### src/rtl/core/vrp_pkg.sv
// ----------------------------------------------------------------------------
// vrp_pkg
// shared widths, register map and beat types of the vertex rotate/project unit
// ----------------------------------------------------------------------------
package vrp_pkg;

  // field widths
  localparam int unsigned CoordW   = 24;  // vertex coordinate, q15.8
  localparam int unsigned TrigW    = 18;  // sine/cosine, q1.16
  localparam int unsigned SizeW    = 13;  // screen size in pixels
  localparam int unsigned ScrW     = 16;  // screen coordinate
  localparam int unsigned CfgIdxW  = 3;
  localparam int unsigned CfgDataW = 18;

  // fraction bits of the trig values
  localparam int unsigned TrigFrac = 16;

  // internal widths
  localparam int unsigned ProdW  = CoordW + TrigW;       // coord * trig
  localparam int unsigned RotW   = ProdW + 1;            // after x rotation
  localparam int unsigned SplitW = 22;                   // low slice of RotW words
  localparam int unsigned HiPW   = RotW - SplitW + TrigW;
  localparam int unsigned LoPW   = SplitW + 1 + TrigW;
  localparam int unsigned YzW    = RotW + TrigW;         // y1*sz, y1*cz, z1*sy
  localparam int unsigned X2W    = YzW + 1;              // after y rotation
  localparam int unsigned ChunkW = 21;                   // slices of x2
  localparam int unsigned TopCW  = X2W - 2 * ChunkW;
  localparam int unsigned LoP2W  = ChunkW + 1 + TrigW;
  localparam int unsigned HiP2W  = TopCW + TrigW;
  localparam int unsigned MidW   = HiP2W + ChunkW + 2;
  localparam int unsigned FinW   = 82;                   // scale 2^56 values
  localparam int unsigned MagW   = FinW + 1;             // magnitude plus half
  localparam int unsigned FinalShift = 56;
  localparam int unsigned HiW    = MagW - FinalShift;

  // saturation limits
  localparam logic [ScrW-1:0] ScrMax = 16'h7fff;
  localparam logic [ScrW-1:0] ScrMin = 16'h8000;

  // reset values
  localparam logic [TrigW-1:0] SinReset    = 18'h00000;
  localparam logic [TrigW-1:0] CosReset    = 18'h10000;
  localparam logic [SizeW-1:0] WidthReset  = 13'd900;
  localparam logic [SizeW-1:0] HeightReset = 13'd700;

  typedef enum logic [CfgIdxW-1:0] {
    CfgSinX         = 3'd0,
    CfgCosX         = 3'd1,
    CfgSinY         = 3'd2,
    CfgCosY         = 3'd3,
    CfgSinZ         = 3'd4,
    CfgCosZ         = 3'd5,
    CfgScreenWidth  = 3'd6,
    CfgScreenHeight = 3'd7
  } cfg_idx_e;

  typedef struct packed {
    logic [TrigW-1:0] sin_x;
    logic [TrigW-1:0] cos_x;
    logic [TrigW-1:0] sin_y;
    logic [TrigW-1:0] cos_y;
    logic [TrigW-1:0] sin_z;
    logic [TrigW-1:0] cos_z;
    logic [SizeW-1:0] screen_width;
    logic [SizeW-1:0] screen_height;
  } cfg_t;

  typedef struct packed {
    logic [ScrW-1:0] screen_x;
    logic [ScrW-1:0] screen_y;
    logic            clipped;
  } pix_t;

endpackage

### src/rtl/core/vrp_round.sv
// ----------------------------------------------------------------------------
// vrp_round
// screen offset, round half away from zero, saturate to 16 bits
// ----------------------------------------------------------------------------
module vrp_round (
  input  logic                                     clk_i,
  input  logic                                     rst_ni,
  input  logic                                     en_i,
  input  vrp_pkg::cfg_t                            cfg_i,
  input  logic                                     valid_i,
  input  logic signed [vrp_pkg::FinW-1:0]          x3_i,
  input  logic signed [vrp_pkg::FinW-1:0]          y3_i,
  output logic                                     valid_o,
  output vrp_pkg::pix_t                            pix_o
);
  import vrp_pkg::*;

  localparam logic [MagW-1:0] Half = MagW'(1) << (FinalShift - 1);

  logic signed [FinW-1:0] half_w, half_h, px_q, py_q;
  logic [FinW-1:0]        sel_x, sel_y;
  logic [MagW-1:0]        mx_q, my_q;
  logic                   nx_q, ny_q;
  logic [HiW-1:0]         qx, qy;
  logic [ScrW-1:0]        lim_x, lim_y, mag_x, mag_y;
  logic                   clip_x, clip_y;
  pix_t                   pix_d, pix_q;
  logic                   v10_q, v11_q, v12_q;

  // size/2 at scale 2^56
  assign half_w = $signed(FinW'(cfg_i.screen_width) << (FinalShift - 1));
  assign half_h = $signed(FinW'(cfg_i.screen_height) << (FinalShift - 1));

  // stage 10: projection
  always_ff @(posedge clk_i) begin
    if (en_i) begin
      px_q <= half_w + x3_i;
      py_q <= half_h - y3_i;
    end
  end

  // stage 11: magnitude plus half, negation folded into the carry in
  assign sel_x = px_q ^ {FinW{px_q[FinW-1]}};
  assign sel_y = py_q ^ {FinW{py_q[FinW-1]}};

  always_ff @(posedge clk_i) begin
    if (en_i) begin
      mx_q <= MagW'(sel_x) + MagW'(px_q[FinW-1]) + Half;
      my_q <= MagW'(sel_y) + MagW'(py_q[FinW-1]) + Half;
      nx_q <= px_q[FinW-1];
      ny_q <= py_q[FinW-1];
    end
  end

  // stage 12: saturate and restore sign
  assign qx    = mx_q[MagW-1:FinalShift];
  assign qy    = my_q[MagW-1:FinalShift];
  assign lim_x = nx_q ? ScrMin : ScrMax;
  assign lim_y = ny_q ? ScrMin : ScrMax;

  always_comb begin
    clip_x = qx > HiW'(lim_x);
    clip_y = qy > HiW'(lim_y);
    mag_x  = clip_x ? lim_x : qx[ScrW-1:0];
    mag_y  = clip_y ? lim_y : qy[ScrW-1:0];
    pix_d.screen_x = nx_q ? (~mag_x + ScrW'(1)) : mag_x;
    pix_d.screen_y = ny_q ? (~mag_y + ScrW'(1)) : mag_y;
    pix_d.clipped  = clip_x | clip_y;
  end

  always_ff @(posedge clk_i) begin
    if (en_i) begin
      pix_q <= pix_d;
    end
  end

  always_ff @(posedge clk_i or negedge rst_ni) begin
    if (!rst_ni) begin
      v10_q <= 1'b0;
      v11_q <= 1'b0;
      v12_q <= 1'b0;
    end else if (en_i) begin
      v10_q <= valid_i;
      v11_q <= v10_q;
      v12_q <= v11_q;
    end
  end

  assign valid_o = v12_q;
  assign pix_o   = pix_q;

endmodule

### config.mk
export PLATFORM = sky130hd
export DESIGN_NAME = vrp_round
export DESIGN_NICKNAME = d
export VERILOG_FILES = /design/src/rtl/core/vrp_pkg.sv /design/src/rtl/core/vrp_round.sv
export SDC_FILE = /design/constraint.sdc
export NUM_CORES = 1
export LEC_CHECK = 0
export ABC_AREA = 1
export ABC_CLOCK_PERIOD_IN_PS = 6650
export BUFFER_PORTS_ARGS = -buffer_cell sky130_fd_sc_hd__clkbuf_2
export CORE_MARGIN = 5
export CORE_UTILIZATION = 50
export DETAILED_ROUTE_END_ITERATION = 16
export GPL_TIMING_DRIVEN = 0
export PLACE_DENSITY = 0.73
export SLEW_MARGIN = 20
export SYNTH_ARGS = -nofsm -noshare
export SYNTH_HDL_FRONTEND = slang
export SYNTH_SLANG_ARGS = --single-unit
export TNS_END_PERCENT = 10
### constraint.sdc
create_clock -name clk_i -period 6.65 [get_ports clk_i]
set_clock_uncertainty 0.15 [all_clocks]
set_input_delay 0.9975 -clock clk_i [delete_from_list [all_inputs] [get_ports clk_i]]
set_output_delay 0.9975 -clock clk_i [all_outputs]
set_load 0.1 [all_outputs]
==> results of run 1 <==
[critical path: stages (launching register included)]
cell	delay [ps]
edfxtp_1	800
inv_1	310
ha_1	360
nand2_1	50
nor2_1	160
nand4_1	120
nor2_1	140
nand3_1	80
nand2_1	200
buf_2	250
inv_1	100
nand2_1	190
buf_2	260
o21ai_0	160
inv_1	90
ha_1	190
nand3_1	90
nand2_1	90
nand2_1	90
nor2_1	310
nand2_1	80
o21ai_0	100
inv_1	60
[final timing paths]
check | to | slack, ps | cells after the start
min reg2reg | valid_o | 360 | 1
max reg2reg | pix_o[27] | 1970 | 22
max | pix_o[27] | 1970 | 22
max in group asynchronous | valid_o | 6150 | 1
min | v10_q | 90 | 1
min in group clk_i | valid_o | 360 | 1
[flip-flops by register name, summed over array words and instances (netlist names)]
register / cells
my_q: 26
py_q: 82
v10_q: 1
px_q: 82
pix_o: 33
valid_o: 1
ny_q: 1
v11_q: 1
mx_q: 26
nx_q: 1
[power groups by stage]
stage / clock (mW) / combinational, mW / sequential [mW]
2_1_floorplan: 0 / 0.722 / 2.16
3_3_place_gp: 0 / 1.10 / 2.10
3_5_place_dp: 0 / 1.13 / 2.09
4_1_cts: 1.59 / 1.14 / 2.06
5_1_grt: 1.67 / 1.27 / 2.07
6_report: 1.56 / 1.13 / 2.06
[metrics by stage]
stage / util (%) / cells
detailed placement: 55.2 / 2830
CTS: 57.9 / 2882
finish: 57.9 / 2882
global route: 57.9 / 2882
global placement: 55.0 / 2828
floorplan: - / 2140
[metal layers]
layer,share of wire [%],global-route usage (%)
met1,40,25.8
met2,51,41.2
met3,5.1,3.20
met4,3.5,7.19
met5,0.20,0
[layout by cell type (no fill, tap or decap), drive strengths merged, types with 2 or more instances in the layout]
cell type,netlist,final
nand2,425,425
nor2,414,414
inv,272,277
clkbuf,4,263
edfxtp,251,251
xnor2,186,186
xor2,118,118
nand3,97,97
ha,61,61
o21ai,59,59
a21oi,52,52
nand4,48,48
nor3,45,45
nor4,26,26
buf,23,25
clkinv,0,10
nand3b,7,7
and2,6,6
and3,6,6
o211ai,6,6
a21o,5,5
a31oi,3,3
a21boi,3,3
mux2,3,3
bufinv,0,3
dfrtp,3,3
o31ai,3,3
a221oi,2,2
clkinvlp,0,2
o21bai,2,2
or2,2,2
[final cells by class]
cell class                 count  area (um^2)  area share [%]
buffer                        27          224            1.10
clock buffer                  32          737            3.61
clock inverter                20          204           0.998
inverter                     272         1020            5.00
multi-input combinational   1587         8860            43.4
sequential                   254         7610            37.2
tap                          461          577            2.82
timing repair buffer         229         1200            5.87
[cell families (layout without fill, tap and decap cells)]
group / count (synthesis) / count (layout) / synth area share [%]
AOI/OAI and AO/OA: 141 / 141 / 4.52
xor gates and xnor gates: 304 / 304 / 15.2
adders and majority gates: 62 / 62 / 4.42
buffers and inverters: 299 / 580 / 7.03
DFF: 254 / 254 / 43.0
muxes: 3 / 3 / 0.191
and+or+nand+nor: 1077 / 1077 / 25.7
==> reports/qor.txt, run 1 <==
Cell Pwr Density: 232 mW/mm^2
Number of synthesized flops with an enable pin: 251
Worst-margin pin slew: 809 ps
Dominant cells by area after synthesis: edfxtp_1 43%, xnor2_1 9.1%, nand2_1 9.0%, nor2_1 8.6%, inv_1 5.7%
Fill cell total of the finished layout: 3174
Root buf cell: clkbuf_16
# nets final: 2763
Die height: 198 um
CTS H-tree lvls: 1
NetSw: 1.46 mW
Post-Synthesis Cells: 2140
Sequential share of power: 43.3%
Status: completed
Count of final setup violators: 0
DR iter-0 viols: 883
Fin crit share: 70.4%
Synth unique cells: 55
Critical path origin: nx_q
Share of cells above drive strength 1: 13.5%
Worst slack, placed: 2050 ps
Maximum vdd drop: 0.000273 V
Core area: 0.0353 mm^2
Max-slew violations: 0
Worst path required time: 6800 ps
Top-level port count: 336
Vias per Instance: 5.10
Max FO, Critical Path: 19
Setup repair after global routing missed its margin: no
Drt drc: 0
DIE WIDTH: 198 um
Critical Path Start Type: flip-flop
Overall Power: 4.75 mW
Initial antenna violation count: 6
Routed vias: 14.7k
Hold_buf cts: 0
F_max: 214 MHz
HP Class: input port to async pin
Clock power share: 32.8%
Ys Warns: 0
Worst hold slack: 90.2 ps
Clk slew on worst S/H paths: 60 ps
Yosys reg bits: 254
Seq/Total Area, Yosys: 43.0%
Initial cell density of the core: 50.2%
Setup_tns: 0 ps
Syn nets: 2504
Synth top area share: 42.5%
FF-to-FF Start: nx_q
Num rows: 69
CTS tree: yes
Crit path time final: 4680 ps
Number of global-route vias before repair: 14.6k
Asr flop ratio synth: 1.18%
Post-synth top cells: 423 x nand2_1, 407 x nor2_1, 271 x inv_1
Routed wire length: 44000 um
Cell with the most instances after synthesis: nand2_1
Final HPWL DP: 36100 um
Main flop type after synthesis: edfxtp_1
Drt pass-1 iters: 5
P_int: 3.29 mW
Slew margin rel.: 45.4%
Clk sinks: 254
Placer Congestion: 0.926
Number of buffers created by CTS: 28
Number of diodes: 0
CP arrival: 4830 ps
Fin worst setup slack: 1970 ps
Clock Tree Buf Depth: 3
Comb pwr share: 23.9%
First-pass GRT wire length: 70500 um
Mapped Area: 0.0177 mm^2
Post-CTS Setup Bufs: 0
Post-cts resize count: 0
Avg WL per Cell: 15.3 um
Area Growth Syn to Fin: 15.3%
Avg Inst Size Synth: 8.28 um^2
DIE AREA: 0.0393 mm^2
Final Instance Area: 0.0204 mm^2
CP Capture Type: flip-flop
Max Cap Viol: 0
Sw Ratio: 30.8%
Port-buffer cells: 227
Largest net degree at the start of global routing: 96
Fin. Hold Viols: 0
Post-DRT Antenna Nets: 0
Clock Latency Late Sink: 550 ps
Dpl cell area: 0.0195 mm^2
CP Class: flip-flop to flip-flop
Pleak: 8.48 nW
Grt total ovfl: 0
GR Util All Layers: 22.0%
Yosys top cell by area: edfxtp_1
Power figures use the tool's default switching activity.
==> run 2: changes to the inputs <==
--- a/config.mk
+++ b/config.mk
@@ -6,13 +6,13 @@
 export NUM_CORES = 1
 export LEC_CHECK = 0
 export ABC_AREA = 1
-export ABC_CLOCK_PERIOD_IN_PS = 6650
+export ABC_CLOCK_PERIOD_IN_PS = 3790
 export BUFFER_PORTS_ARGS = -buffer_cell sky130_fd_sc_hd__clkbuf_2
 export CORE_MARGIN = 5
 export CORE_UTILIZATION = 50
 export DETAILED_ROUTE_END_ITERATION = 16
 export GPL_TIMING_DRIVEN = 0
-export PLACE_DENSITY = 0.73
+export PLACE_DENSITY = 0.76
 export SLEW_MARGIN = 20
 export SYNTH_ARGS = -nofsm -noshare
 export SYNTH_HDL_FRONTEND = slang
==> constraint.sdc (replaced) <==
create_clock -name clk_i -period 3.79 [get_ports clk_i]
set_clock_uncertainty 0.15 [all_clocks]
set_input_delay 0.5685 -clock clk_i [delete_from_list [all_inputs] [get_ports clk_i]]
set_output_delay 0.5685 -clock clk_i [all_outputs]
set_load 0.1 [all_outputs]
==> reports/qor.txt, run 2 (synthesized netlist as in run 1, its figures left out) <==
Status: completed
DR iter-0 viols: 913 (+3.4%)
Top-level port count: 336 (unchanged)
Routed wire length: 43900 um (about the same)
Max-slew violations: 0 (unchanged)
Overall Power: 8.24 mW (+74%)
GR Util All Layers: 21.9% (-0.15 points)
Clock Latency Late Sink: 550 ps (about the same)
Cell Pwr Density: 402 mW/mm^2 (+73%)
Drt pass-1 iters: 5 (unchanged)
F_max: 286 MHz (+34%)
Clk slew on worst S/H paths: 70 ps (about the same)
Number of global-route vias before repair: 14.6k (+0.0068%)
Leading cell types in the layout, fill and taps excluded: 420 x nand2_1, 405 x nor2_1, 270 x inv_1
Grt total ovfl: 0 (unchanged)
Fin worst setup slack: 296 ps (-1670 ps)
Placer Congestion: 0.924 (-0.25%)
Area Growth Syn to Fin: 15.7%
Post-DRT Antenna Nets: 0 (unchanged)
Count of final setup violators: 0 (unchanged)
Worst slack, placed: -777 ps (-2820 ps)
DIE WIDTH: 198 um (unchanged)
Critical-path top delay cell: edfxtp_1
CP top delay family: simple AND/OR/NAND/NOR gates
Reg2Reg Setup Slack: 300 ps (-1670 ps)
CP Class: flip-flop to flip-flop
Clk sinks: 254 (unchanged)
Pleak: 8.48 nW (about the same)
Fin crit share: 92.2% (+22 points)
Clock Tree Buf Depth: 3 (unchanged)
Share of cells above drive strength 1: 13.9% (+0.48 points)
Worst-margin pin slew: 787 ps (-22.4 ps)
Placed Cells: 2830 (unchanged)
DIE AREA: 0.0393 mm^2 (unchanged)
CP Buf/Inv Count: 6 (unchanged)
Drt drc: 0 (unchanged)
Avg WL per Cell: 15.2 um (-0.34%)
First-pass GRT wire length: 70100 um (-0.67%)
CP Capture Type: flip-flop
Critical Path Start Type: flip-flop
Number of buffers created by CTS: 27 (-3.6%)
Maximum vdd drop: 0.000362 V (+33%)
Num rows: 69 (unchanged)
Vias per Instance: 5.12 (+0.31%)
Largest net degree at the start of global routing: 94 (-2.1%)
Root buf cell: clkbuf_16
Final core occ: 58.1% (+0.19 points)
CTS tree: yes
Crit path time final: 3490 ps (-1190 ps)
Setup repair after global routing missed its margin: no
# nets final: 2768 (+0.18%)
Routed vias: 14.8k (+0.56%)
Max incr delay on CP: 470 ps (-330 ps)
Initial cell density of the core: 50.2% (unchanged)
CTS H-tree lvls: 1 (unchanged)
Port-buffer cells: 227 (unchanged)
Initial antenna violation count: 7 (+1)
Final HPWL DP: 35900 um (-0.77%)
Commonest non-fill, non-tap cell in the layout: nand2_1
Core area: 0.0353 mm^2 (unchanged)
Final std cells w/o fill: 2889 (+0.24%)
Die height: 198 um (unchanged)
HP Class: input port to flip-flop
Critical path's most frequent cell: nand2_1
Max Cap Viol: 0 (unchanged)
Max FO, Critical Path: 10 (-9)
Fin. Hold Viols: 0 (unchanged)
CP arrival: 3640 ps (-1190 ps)
Slew margin rel.: 46.9% (+1.5 points)
Worst hold slack: 41.6 ps (-48.6 ps)
Worst path required time: 3940 ps (-2860 ps)
run 2: timing repair:
| action | in CTS | in global routing |
|---|---|---|
| hold buffers | 1 | 0 |
| buffers inserted | 5 | 0 |
| endpoints found under the hold margin | 3 | 0 |
| resized for setup | 9 | 15 |
| cloned | 0 | 1 |
| pin swaps | 0 | 1 |
| endpoints found under the setup margin | 16 | 11 |
run 2: routing by layer:
metal,vias to the layer above,global-route usage (%),share of wire [%]
li1,7530,-,-
met1,6704,25.3,39
met2,434,40.9,51
met3,105,2.94,5.3
met4,12,8.44,4.0
met5,-,0,0.17
run 2: worst register-to-register path, cell delays in order, from the launching register on:
cell	delay [ps]
edfxtp_1	470
buf_6	180
ha_1	290
nand2_1	80
nor2_2	150
and2_1	160
nand2_1	60
nand3_1	80
nand2_1	50
nand2_1	90
nand2_4	90
buf_6	150
inv_2	100
nand2_4	80
buf_6	160
o21ai_2	70
inv_1	60
ha_1	220
nand3_1	80
nand2_1	90
nand2_2	140
nor2_4	60
nand2_1	50
nand2_1	50
nand2_1	60
inv_1	30
run 2: path summary, 6_finish.rpt:
check                      cells after the start        end  startpoint
min in group asynchronous                      2      v10_q      rst_ni
max reg2reg                                   25  pix_o[29]        nx_q
max in group asynchronous                      2    valid_o      rst_ni
min                                            1   px_q[53]    x3_i[53]
max                                           25  pix_o[29]        nx_q
min reg2reg                                    0       ny_q    py_q[81]
run 2: power by group:
group / internal (mW) / leakage [nW] / switching (mW) / total [mW]
Clock: 1.53 / 0.416 / 1.11 / 2.64
Sequential: 3.45 / 2.48 / 0.147 / 3.60
Combinational: 0.705 / 5.59 / 1.30 / 2.00
run 2: metrics by stage:
stage	cell area, um^2	setup TNS [ps]
floorplan	17700	0
global placement	19400	-424680
detailed placement	19500	-7970
CTS	20500	0
global route	20500	0
finish	20500	0
run 2: layout make-up:
| type | count | area, um^2 |
|---|---|---|
| antenna | 4 | 10.0 |
| buffer | 26 | 241 |
| clock buffer | 31 | 691 |
| clock inverter | 18 | 201 |
| fill | 3113 | 14800 |
| inverter | 272 | 1020 |
| multi-input combinational | 1587 | 8890 |
| sequential | 254 | 7610 |
| tap | 461 | 577 |
| timing repair buffer | 236 | 1260 |
